--- config.mk ---
export PLATFORM = sky130hd
export DESIGN_NAME = lru_key_value_cache_unit
export DESIGN_NICKNAME = d
export VERILOG_FILES = /design/src/hdl/lkvc_pkg.sv /design/src/hdl/lkvc_cell.sv /design/src/hdl/lru_key_value_cache_unit.sv
export SDC_FILE = /design/constraint.sdc
export NUM_CORES = 2
export LEC_CHECK = 0
export ABC_AREA = 1
export ABC_CLOCK_PERIOD_IN_PS = 19300
export BUFFER_PORTS_ARGS = -buffer_cell sky130_fd_sc_hd__clkbuf_2
export CORE_MARGIN = 1.5
export CORE_UTILIZATION = 65
export DETAILED_ROUTE_END_ITERATION = 7
export HOLD_SLACK_MARGIN = 0.15
export MAX_ROUTING_LAYER = met4
export PLACE_DENSITY_LB_ADDON = 0.1
export RECOVER_POWER = 100
export SLEW_MARGIN = 5
export SYNTH_ARGS = -nofsm -noshare
export SYNTH_HDL_FRONTEND = slang
export SYNTH_SLANG_ARGS = --single-unit
--- constraint.sdc ---
create_clock -name clk -period 19.3 [get_ports clk]
set_clock_uncertainty 0.2 [all_clocks]
set_input_delay 0 -clock clk [delete_from_list [all_inputs] [get_ports clk]]
set_output_delay 0 -clock clk [all_outputs]
set_load 0.05 [all_outputs]
--- src/hdl/lkvc_pkg.sv ---
package lkvc_pkg;

    // Default sizes
    localparam int ENTRIES_DEF  = 8;
    localparam int KEY_BITS_DEF = 64;

    // Field widths fixed by the interface
    localparam int KEY_W   = 64;
    localparam int VALUE_W = 64;
    localparam int CAP_W   = 4;
    localparam int ADDR_W  = 3;
    localparam int DATA_W  = 32;

    // Request codes
    localparam logic REQ_ADD = 1'b0;
    localparam logic REQ_GET = 1'b1;

    // Register index
    localparam logic CAP_REG = 1'b0;

    localparam logic [CAP_W-1:0] CAP_RESET = 4'd8;

    typedef enum logic
    {
        ST_IDLE,
        ST_UPDATE
    } state_t;

    // Control broadcast to every cell of the chain
    typedef struct packed
    {
        logic capture;   // register key compare against the incoming key
        logic update;    // apply the recency update this cycle
        logic is_add;    // update is an insert at the front
        logic hit;       // update is a get hit
    } cell_ctrl_t;

endpackage

--- src/hdl/lkvc_cell.sv ---
module lkvc_cell #(
    parameter int KEY_BITS = lkvc_pkg::KEY_BITS_DEF
) (
    input  logic                         clk,
    input  logic                         rst_n,
    input  lkvc_pkg::cell_ctrl_t         ctrl,
    input  logic [KEY_BITS-1:0]          probe_key,
    input  logic                         keep,
    input  logic                         seen_in,
    input  logic                         prev_valid,
    input  logic [KEY_BITS-1:0]          prev_key,
    input  logic [lkvc_pkg::VALUE_W-1:0] prev_value,
    input  logic                         prev_dbl,
    output logic                         seen_out,
    output logic                         sel,
    output logic                         valid,
    output logic [KEY_BITS-1:0]          key,
    output logic [lkvc_pkg::VALUE_W-1:0] value,
    output logic                         dbl
);

    logic                         valid_reg;
    logic                         valid_next;
    logic                         match_reg;
    logic                         match_next;
    logic [KEY_BITS-1:0]          key_reg;
    logic [lkvc_pkg::VALUE_W-1:0] value_reg;
    logic                         dbl_reg;
    logic                         shift;

    // Take the left neighbor's entry on an add, or on a hit at or beyond this cell
    assign shift = ctrl.update && (ctrl.is_add || (ctrl.hit && !seen_in));

    always_comb
    begin
        match_next = match_reg;
        if (ctrl.capture)
        begin
            match_next = valid_reg && (key_reg == probe_key);
        end
    end

    always_comb
    begin
        valid_next = valid_reg;
        if (shift)
        begin
            valid_next = prev_valid;
        end
        // Trim to capacity after an add or a hit
        if (ctrl.update && (ctrl.is_add || ctrl.hit) && !keep)
        begin
            valid_next = 1'b0;
        end
    end

    always_ff @(posedge clk or negedge rst_n)
    begin
        if (!rst_n)
        begin
            valid_reg <= 1'b0;
            match_reg <= 1'b0;
        end
        else
        begin
            valid_reg <= valid_next;
            match_reg <= match_next;
        end
    end

    // Entry payload
    always_ff @(posedge clk)
    begin
        if (shift)
        begin
            key_reg   <= prev_key;
            value_reg <= prev_value;
            dbl_reg   <= prev_dbl;
        end
    end

    // First match along the chain is the most recently used one
    assign sel      = match_reg && !seen_in;
    assign seen_out = seen_in || match_reg;
    assign valid    = valid_reg;
    assign key      = key_reg;
    assign value    = value_reg;
    assign dbl      = dbl_reg;

endmodule

--- src/hdl/lru_key_value_cache_unit.sv ---
// Fully associative LRU key/value cache built as a chain of cells kept in
// recency order: cell 0 holds the most recently used entry. An add (req_type 0)
// shifts every entry one cell down and places the new one in cell 0; a get
// (req_type 1) moves the first matching entry to cell 0 and returns its value
// and type tag, or hit = 0 with zero data on a miss. Entries beyond the
// capacity register (0 counts as 1, values above ENTRIES act as ENTRIES) are
// dropped after an add or a hit. An add with a held key makes a second entry.
// Each item is handled first in ST_IDLE, in which every cell compares its key
// with the incoming key, and then in ST_UPDATE, in which the chain shifts and
// the result is registered. A get waits in ST_UPDATE while the previous result
// is still stalled at the output. Adds return nothing.
module lru_key_value_cache_unit #(
    parameter int ENTRIES  = lkvc_pkg::ENTRIES_DEF,
    parameter int KEY_BITS = lkvc_pkg::KEY_BITS_DEF
) (
    input  logic                          clk,
    input  logic                          rst_n,
    // APB configuration port
    input  logic                          psel,
    input  logic                          penable,
    input  logic                          pwrite,
    input  logic [lkvc_pkg::ADDR_W-1:0]   paddr,
    input  logic [lkvc_pkg::DATA_W-1:0]   pwdata,
    output logic [lkvc_pkg::DATA_W-1:0]   prdata,
    output logic                          pready,
    // request channel
    input  logic                          in_valid,
    output logic                          in_stall,
    input  logic                          req_type,
    input  logic [lkvc_pkg::KEY_W-1:0]    lookup_key,
    input  logic [lkvc_pkg::VALUE_W-1:0]  new_value,
    input  logic                          new_is_double,
    // result channel
    output logic                          out_valid,
    input  logic                          out_stall,
    output logic                          hit,
    output logic [lkvc_pkg::VALUE_W-1:0]  found_value,
    output logic                          found_is_double
);

    localparam int CNT_W = $clog2(ENTRIES + 1);
    localparam int CMP_W = (CNT_W > lkvc_pkg::CAP_W) ? CNT_W : lkvc_pkg::CAP_W;

    lkvc_pkg::state_t     state_reg;
    lkvc_pkg::state_t     state_next;
    lkvc_pkg::cell_ctrl_t ctrl;

    logic [lkvc_pkg::CAP_W-1:0]   capacity_reg;
    logic [CMP_W-1:0]             cap_ext;
    logic [CMP_W-1:0]             limit;

    logic                         req_reg;
    logic [KEY_BITS-1:0]          key_reg;
    logic [lkvc_pkg::VALUE_W-1:0] value_reg;
    logic                         dbl_reg;

    logic                         out_valid_reg;
    logic                         hit_reg;
    logic [lkvc_pkg::VALUE_W-1:0] found_value_reg;
    logic                         found_dbl_reg;

    logic                         accept;
    logic                         done;
    logic                         is_get;
    logic                         any_hit;
    logic [KEY_BITS-1:0]          hit_key;
    logic [lkvc_pkg::VALUE_W-1:0] hit_value;
    logic                         hit_dbl;

    // Chain wiring
    logic [ENTRIES:0]             seen;
    logic [ENTRIES:0]             ch_valid;
    logic [KEY_BITS-1:0]          ch_key   [ENTRIES+1];
    logic [lkvc_pkg::VALUE_W-1:0] ch_value [ENTRIES+1];
    logic [ENTRIES:0]             ch_dbl;
    logic [ENTRIES-1:0]           sel;
    logic [ENTRIES-1:0]           keep;

    // Configuration register
    assign pready = 1'b1;
    assign prdata = (paddr[2] == lkvc_pkg::CAP_REG)
                    ? lkvc_pkg::DATA_W'(capacity_reg) : '0;

    always_ff @(posedge clk or negedge rst_n)
    begin
        if (!rst_n)
        begin
            capacity_reg <= lkvc_pkg::CAP_RESET;
        end
        else if (psel && penable && pwrite && (paddr[2] == lkvc_pkg::CAP_REG))
        begin
            capacity_reg <= pwdata[lkvc_pkg::CAP_W-1:0];
        end
    end

    // Effective capacity
    assign cap_ext = CMP_W'(capacity_reg);

    always_comb
    begin
        if (cap_ext == '0)
        begin
            limit = CMP_W'(1);
        end
        else if (cap_ext > CMP_W'(ENTRIES))
        begin
            limit = CMP_W'(ENTRIES);
        end
        else
        begin
            limit = cap_ext;
        end
    end

    // Handshake
    assign accept = in_valid && !in_stall;
    assign is_get = (req_reg == lkvc_pkg::REQ_GET);
    assign done   = !(is_get && out_valid_reg && out_stall);

    // State register
    always_ff @(posedge clk or negedge rst_n)
    begin
        if (!rst_n)
        begin
            state_reg <= lkvc_pkg::ST_IDLE;
        end
        else
        begin
            state_reg <= state_next;
        end
    end

    // Next state
    always_comb
    begin
        state_next = state_reg;
        unique case (state_reg)
            lkvc_pkg::ST_IDLE:
            begin
                if (accept)
                begin
                    state_next = lkvc_pkg::ST_UPDATE;
                end
            end
            lkvc_pkg::ST_UPDATE:
            begin
                if (done)
                begin
                    state_next = lkvc_pkg::ST_IDLE;
                end
            end
            default:
            begin
                state_next = lkvc_pkg::ST_IDLE;
            end
        endcase
    end

    // State outputs
    always_comb
    begin
        in_stall     = 1'b1;
        ctrl.capture = 1'b0;
        ctrl.update  = 1'b0;
        ctrl.is_add  = (req_reg == lkvc_pkg::REQ_ADD);
        ctrl.hit     = is_get && any_hit;
        unique case (state_reg)
            lkvc_pkg::ST_IDLE:
            begin
                in_stall     = 1'b0;
                ctrl.capture = in_valid;
            end
            lkvc_pkg::ST_UPDATE:
            begin
                ctrl.update = done;
            end
            default:
            begin
                in_stall = 1'b1;
            end
        endcase
    end

    // Request holding registers
    always_ff @(posedge clk or negedge rst_n)
    begin
        if (!rst_n)
        begin
            req_reg <= lkvc_pkg::REQ_ADD;
        end
        else if (accept)
        begin
            req_reg <= req_type;
        end
    end

    always_ff @(posedge clk)
    begin
        if (accept)
        begin
            key_reg   <= lookup_key[KEY_BITS-1:0];
            value_reg <= new_value;
            dbl_reg   <= new_is_double;
        end
    end

    // Select the hit entry
    always_comb
    begin
        hit_key   = '0;
        hit_value = '0;
        hit_dbl   = 1'b0;
        for (int i = 0; i < ENTRIES; i++)
        begin
            if (sel[i])
            begin
                hit_key   = hit_key   | ch_key[i+1];
                hit_value = hit_value | ch_value[i+1];
                hit_dbl   = hit_dbl   | ch_dbl[i+1];
            end
        end
    end

    assign any_hit = seen[ENTRIES];

    // Front of the chain: new entry on add, hit entry on get
    assign seen[0]     = 1'b0;
    assign ch_valid[0] = 1'b1;
    assign ch_key[0]   = ctrl.is_add ? key_reg   : hit_key;
    assign ch_value[0] = ctrl.is_add ? value_reg : hit_value;
    assign ch_dbl[0]   = ctrl.is_add ? dbl_reg   : hit_dbl;

    // Row of cells
    for (genvar g = 0; g < ENTRIES; g++)
    begin : gen_cell
        assign keep[g] = (CMP_W'(g) < limit);

        lkvc_cell #(
            .KEY_BITS (KEY_BITS)
        ) u_cell (
            .clk        (clk),
            .rst_n      (rst_n),
            .ctrl       (ctrl),
            .probe_key  (lookup_key[KEY_BITS-1:0]),
            .keep       (keep[g]),
            .seen_in    (seen[g]),
            .prev_valid (ch_valid[g]),
            .prev_key   (ch_key[g]),
            .prev_value (ch_value[g]),
            .prev_dbl   (ch_dbl[g]),
            .seen_out   (seen[g+1]),
            .sel        (sel[g]),
            .valid      (ch_valid[g+1]),
            .key        (ch_key[g+1]),
            .value      (ch_value[g+1]),
            .dbl        (ch_dbl[g+1])
        );
    end

    // Result register
    always_ff @(posedge clk or negedge rst_n)
    begin
        if (!rst_n)
        begin
            out_valid_reg <= 1'b0;
        end
        else if (ctrl.update && is_get)
        begin
            out_valid_reg <= 1'b1;
        end
        else if (!out_stall)
        begin
            out_valid_reg <= 1'b0;
        end
    end

    always_ff @(posedge clk)
    begin
        if (ctrl.update && is_get)
        begin
            hit_reg         <= any_hit;
            found_value_reg <= any_hit ? hit_value : '0;
            found_dbl_reg   <= any_hit && hit_dbl;
        end
    end

    assign out_valid       = out_valid_reg;
    assign hit             = hit_reg;
    assign found_value     = found_value_reg;
    assign found_is_double = found_dbl_reg;

endmodule
## Word-level counts from Yosys, hierarchy flattened

Index checks and enable logic that the tools add are counted.

- Register bits: 1250
- Bits in writable memories: 0
- Input port bits: 172
- Memories: 0
- Memory bits (read-only): 0
- Output and inout bits: 101
- Bits in latches: 0

- Order comparisons: 9
- Equal/unequal tests: 9
- Multiply operators: 0
- Add/subtract/negate cells: 0
- Bitwise gates (word level): 24
- Multiplexer cells: 54
- Divide/modulo/power cells: 0
- Shift-type cells: 0
- Reductions and logical operators: 87

Operator list:

| operator | count |
|---|---|
| 64-bit two-way mux | 18 |
| 64-bit OR | 14 |
| 64-bit == test | 8 |
| 1-bit logical AND | 47 |
| 1-bit two-way mux | 32 |
| 1-bit zero test | 16 |
| 3-bit by 4-bit less-than comparator with 1-bit output (first input constant) | 4 |
| 2-bit nonzero test | 8 |
| 1-bit logical OR | 15 |
| 4-bit two-way mux | 3 |
| 1-bit by 4-bit less-than comparator with 1-bit output (first input constant) | 2 |
| 2-bit by 4-bit less-than comparator with 1-bit output (first input constant) | 2 |
| 1-bit OR | 7 |
| 4-bit > comparator (second input constant) | 1 |
| 4-bit zero test | 1 |
| 1-bit NOT | 3 |
| 2-bit by 1-bit != test with 1-bit output (second input constant) | 1 |
| 1-bit one-hot mux with 2 select lines | 1 |

## Logic depth before layout (Yosys ltp)

- Word-level depth: 16
- Depth in mapped cells: 12

## Cells and area by module

From an unflattened synthesis, not the netlist that was laid out.

- Cell total of the unflattened synthesis: 5853
- Area, all modules: 56789.5 sq um

Modules (own cells, without submodules):

| module | cells each | area each (sq um) | sequential area each (sq um) | instances |
|---|---|---|---|---|
| lkvc_cell | 396 | 5076.1 | 3923.8 | 8 |
| lru_key_value_cache_unit | 2685 | 16180.5 | 6032.0 | 1 |

## Worst setup path before layout

OpenSTA, ideal clock, no wires.

- Path type: register -> register
- Start: register gen_cell[0].u_cell.match_reg
- End: register gen_cell[7].u_cell.dbl_reg (enable)
- Required time: 18437 ps
- Stages on the path, launching flop included: 8
- Path buffers: 2
- Data arrival time: 7465 ps
- Path slack: 10973 ps
- Period minus slack after synthesis: 8327 ps
- Setup time: 663 ps
- Cells stage by stage: dfrtp_1 buf_6 nor2_8 nand4_2 nor2_2 nand3_1 buf_2 a21oi_1

- Longest elaborated chain between the ends: 11

Ends and longest elaborated chain:

| item | RTL line | text |
|---|---|---|
| start: declaration | lkvc_cell.sv:24 | `logic match_reg;` |
| start signal: assignment | lkvc_cell.sv:67 | `match_reg <= match_next;` |
| 1-bit logical OR * (6 in a row) | lkvc_cell.sv:84 | `assign seen_out = seen_in \|\| match_reg;` |
| 1-bit logical OR | lkvc_cell.sv:84 |  |
| 1-bit logical AND | lru_key_value_cache_unit.sv:166 | `ctrl.hit = is_get && any_hit;` |
| 1-bit logical AND * | lkvc_cell.sv:32 | `assign shift = ctrl.update && (ctrl.is_add \|\| (ctrl.hit && !seen_in));` |
| 1-bit logical OR * | lkvc_cell.sv:32 |  |
| 1-bit logical AND * | lkvc_cell.sv:32 |  |
| net gen_cell[7].u_cell.shift | lkvc_cell.sv:29 | `logic shift;` |
| end signal: assignment | lkvc_cell.sv:78 | `dbl_reg <= prev_dbl;` |
| end: declaration | lkvc_cell.sv:28 | `logic dbl_reg;` |

The timed path passes the listed nets; every way through them passes the cells marked *.
A chain may end at the register's enable or synchronous reset.

## Worst setup path in the final report

- Start: register gen_cell[0].u_cell.match_reg
- End: register gen_cell[6].u_cell.key_reg[37] (enable)

- Longest elaborated chain between the ends: 11

Ends and longest elaborated chain:

| item | RTL line | text |
|---|---|---|
| 1-bit logical OR * (5 in a row) | lkvc_cell.sv:84 |  |
| 1-bit logical OR (2 in a row) | lkvc_cell.sv:84 |  |
| 1-bit logical AND | lru_key_value_cache_unit.sv:166 |  |
| 1-bit logical AND * | lkvc_cell.sv:32 |  |
| 1-bit logical OR * | lkvc_cell.sv:32 |  |
| 1-bit logical AND * | lkvc_cell.sv:32 |  |
| net gen_cell[6].u_cell.shift | lkvc_cell.sv:29 |  |
| end signal: assignment | lkvc_cell.sv:76 | `key_reg <= prev_key;` |
| end: declaration | lkvc_cell.sv:26 | `logic [KEY_BITS-1:0] key_reg;` |

Marked as above.

==> impl_summary.md <==
Clocking
The post-cts repair resize count is 0. Hold repair after CTS inserted 287 buffers. The clock insertion delay at the later pin of the skew report is 0.74 ns. The clock slew seen by the registers of the worst setup and hold paths is 0.06 ns. The tree is rooted in a clkbuf_16. The clock tree from TritonCTS is done. In this run the number of H-tree levels came out at 4.

The number of buffers inserted to repair setup after CTS is 0. The number of buffers created by CTS is 130. The total clock sinks is 1250. In this run the deepest clock path goes through 3 buffers.

Global routing
The initial antenna violation count is 10. The pin count of the biggest net entering global routing is 118. The via count of the first global-routing pass came to 38200. For this run the aggregate overflow at the end of global routing stands at 0.

The first global-routing pass estimated 224000 µm of wire. The total global routing track utilization is 35.9%.

Final layout
The number of nets in the final layout is 5631. The area overhead of the layout relative to synthesis is 15.3%. The post-route cell area is 0.0631 mm². The fill cell instance count of the final layout is 5657. The area occupied by registers is 0.0374 mm².

In the final layout, the share of cells above drive strength 1 is 5.69%. The area used by multi-input combinational logic is 0.0149 mm².

Timing
The highest clock frequency the design can meet is 88.9 MHz. Counting I/O delays and the setup requirement, the final critical path takes 11.25 ns. Setup violations remaining at the end of the flow were counted as 0. The setup TNS is 0 ns. The period utilization is 58.3%. The max-slew violation count is 1283. The worst hold margin is 0.239 ns.

Setup repair after global routing left no endpoint under its margin. The measured slew at the worst slew-check pin is 5.08 ns. The worst-case setup margin in the final layout is 8.05 ns. The number of hold violations in the final report is 0. Headroom to the max-slew limit came out at -238%.

Synth
By area the synthesized netlist is led by edfxtp_1 (67%), nand2_1 (8.7%), nor2_1 (5.9%). The commonest cells after synthesis are nand2_1 (1270), edfxtp_1 (1227), nor2_1 (868), inv_1 (363), nand3_1 (355). The count of state elements after synthesis is 1250. In the synthesized netlist the dominant register cell turns out to be edfxtp_1. The most common cell in the synthesized netlist is nand2_1. Sequential elements use 68.3% of the synthesized area. The largest total area in the synthesized netlist belongs to edfxtp_1.

The proportion of netlist area held by the largest area contributor is 67.3%. The post-synthesis instance area is 0.0548 mm². Each instance of the synthesized netlist takes up on average 11.0 µm². The count of warnings emitted by yosys is 0. The synthesized design contains 1227 enable-type register cells. The number of standard cells after synthesis is 5001. The number of distinct standard cells referenced by the synthesized netlist is 30. After synthesis, the share of flip-flops with an asynchronous set or reset is 1.84%.

Run
Max-cap violations in this run came to 28.

Worst setup path
On the critical path, the stage with the largest delay is an instance of clkbuf_1. The critical path is of the flop to flop type. For this run, the slowest stage of the critical path takes 3.60 ns. The worst path arrival time is 11.24 ns. Traced cell by cell, the critical path runs through nor2_8, clkbuf_1, nand3_1, nor2_1, nand2_1, nand2_1, nand3_1, inv_6, clkbuf_1. The critical path data required time is 19.29 ns. The setup check on the worst reg-to-reg path leaves a slack of 8.05 ns. The element type at the critical path end is a flop. The worst-path maximum fanout is 70. The element type at the critical path start is a flop.

Floorplan
Measured along the x axis, the die boundary spans 293 µm. The core outline area is 0.0836 mm². The effective utilization at floorplan is 65.6%. Pin placement for this block handled 273 I/O pins. Measured along the y axis, the die boundary spans 293 µm. The die area is 0.0860 mm². The floorplan has 106 rows.

Detailed routing
The count of nets left with antenna violations once routing finished came out at 0. The first-iteration detailed-routing DRC count is 3676. For this block, the routed nets add up to 147000 µm of wire. The total vias in the final route is 37800. The post-detailed-route wirelength per cell is 22.2 µm. The iteration count of the initial detailed-routing pass is 5. In the routed layout, each cell is associated on average with a via count of 5.69. For this run, design rule violations remaining after detail routing come to 0.

Pwr
Across the VDD grid, the largest voltage drop is 98.0 µV. The design draws 6.51 mW. For this design the ratio of total power to cell area is 103 mW/mm². In this run the static leakage power is 24.1 nW.

Place
The HPWL reported at the end of detailed placement is 81900 µm. The number of port buffers is 213. Summing all placed instances gives a cell area of 0.0566 mm². The pre-CTS setup slack is 14.26 ns. At the end of routability-driven placement, the weighted congestion stood at 0.880.

Outcome
The run finished, with violations left. The final reports fail on max-capacitance violations, max-slew violations.

Hold path
The class of the most critical hold timing path is primary input to flop.
## cell type report
type,instances,area share [%]
Clock inverter,66,0.874
Sequential cell,1250,59.3
Clock buffer,160,5.50
Tap cell,1080,2.14
Inverter,369,2.23
Antenna cell,11,0.0436
Timing Repair Buffer,541,6.32
Multi-Input combinational cell,3167,23.6
## power by group
part	switching [mW]	internal [mW]	leakage, nW
clock	1.07	1.36	1.97
combinational	0.445	0.188	10.4
sequential	0.144	3.30	11.7
total	1.66	4.85	24.1
## path summary, 6_finish.rpt
kind	start	endpoint	cells after the start
max reg2reg	gen_cell[0].u_cell.match_reg$_DFFE_PN0P_	gen_cell[6].u_cell.key[37]$_DFFE_PP_	9
max	gen_cell[0].u_cell.match_reg$_DFFE_PN0P_	gen_cell[6].u_cell.key[37]$_DFFE_PP_	9
min in group asynchronous	rst_n	is_get$_DFFE_PN0P_	5
min	penable	cap_ext[1]$_DFFE_PN0P_	4
min reg2reg	gen_cell[2].u_cell.value[0]$_DFFE_PP_	gen_cell[3].u_cell.value[0]$_DFFE_PP_	0
max in group asynchronous	rst_n	gen_cell[2].u_cell.match_reg$_DFFE_PN0P_	5
## routing by layer
| layer | global-route usage, % | wire (µm) |
|---|---|---|
| met2 | 57.2 | 71200 |
| met5 | - | 0 |
| met4 | 13.6 | 5370 |
| met1 | 46.6 | 56400 |
| met3 | 6.26 | 14400 |
## stage by stage
step	utilization (%)	std cells
3_5_place_dp	67.7	6120
5_1_grt	75.6	6643
4_1_cts	75.9	6633
3_3_place_gp	67.7	6120
2_1_floorplan	-	5028
6_report	75.6	6644
## worst max-delay path, delay by kind of cell (launching register included)
kind / cells / cell delay (ns)
buf+inv: 3 / 7.43
simple gates: 6 / 1.85
flops: 1 / 1.12
## cell usage in the layout, fill, tap and decap left out, drive strengths merged
cell type / n
a21oi: 82
buf: 18
bufinv: 6
clkbuf: 397
clkinv: 52
clkinvlp: 5
conb: 29
dfrtp: 22
dfstp: 1
diode: 11
dlygate4sd3: 286
edfxtp: 1227
inv: 372
nand2: 1270
nand3: 357
nand4: 54
nor2: 872
nor3: 21
o211ai: 24
o21ai: 18
o22ai: 3
or2: 25
xnor2: 214
xor2: 198
## cell families after synthesis
| group | after synthesis | share of synthesized area (%) |
|---|---|---|
| compound gates | 127 | 1.28 |
| xor+xnor | 412 | 6.59 |
| buf+inv | 611 | 4.67 |
| flops | 1250 | 68.3 |
| other cells | 2 | 0.0137 |
| simple gates | 2599 | 19.1 |
Note: power is estimated with default switching activity, not from simulation.
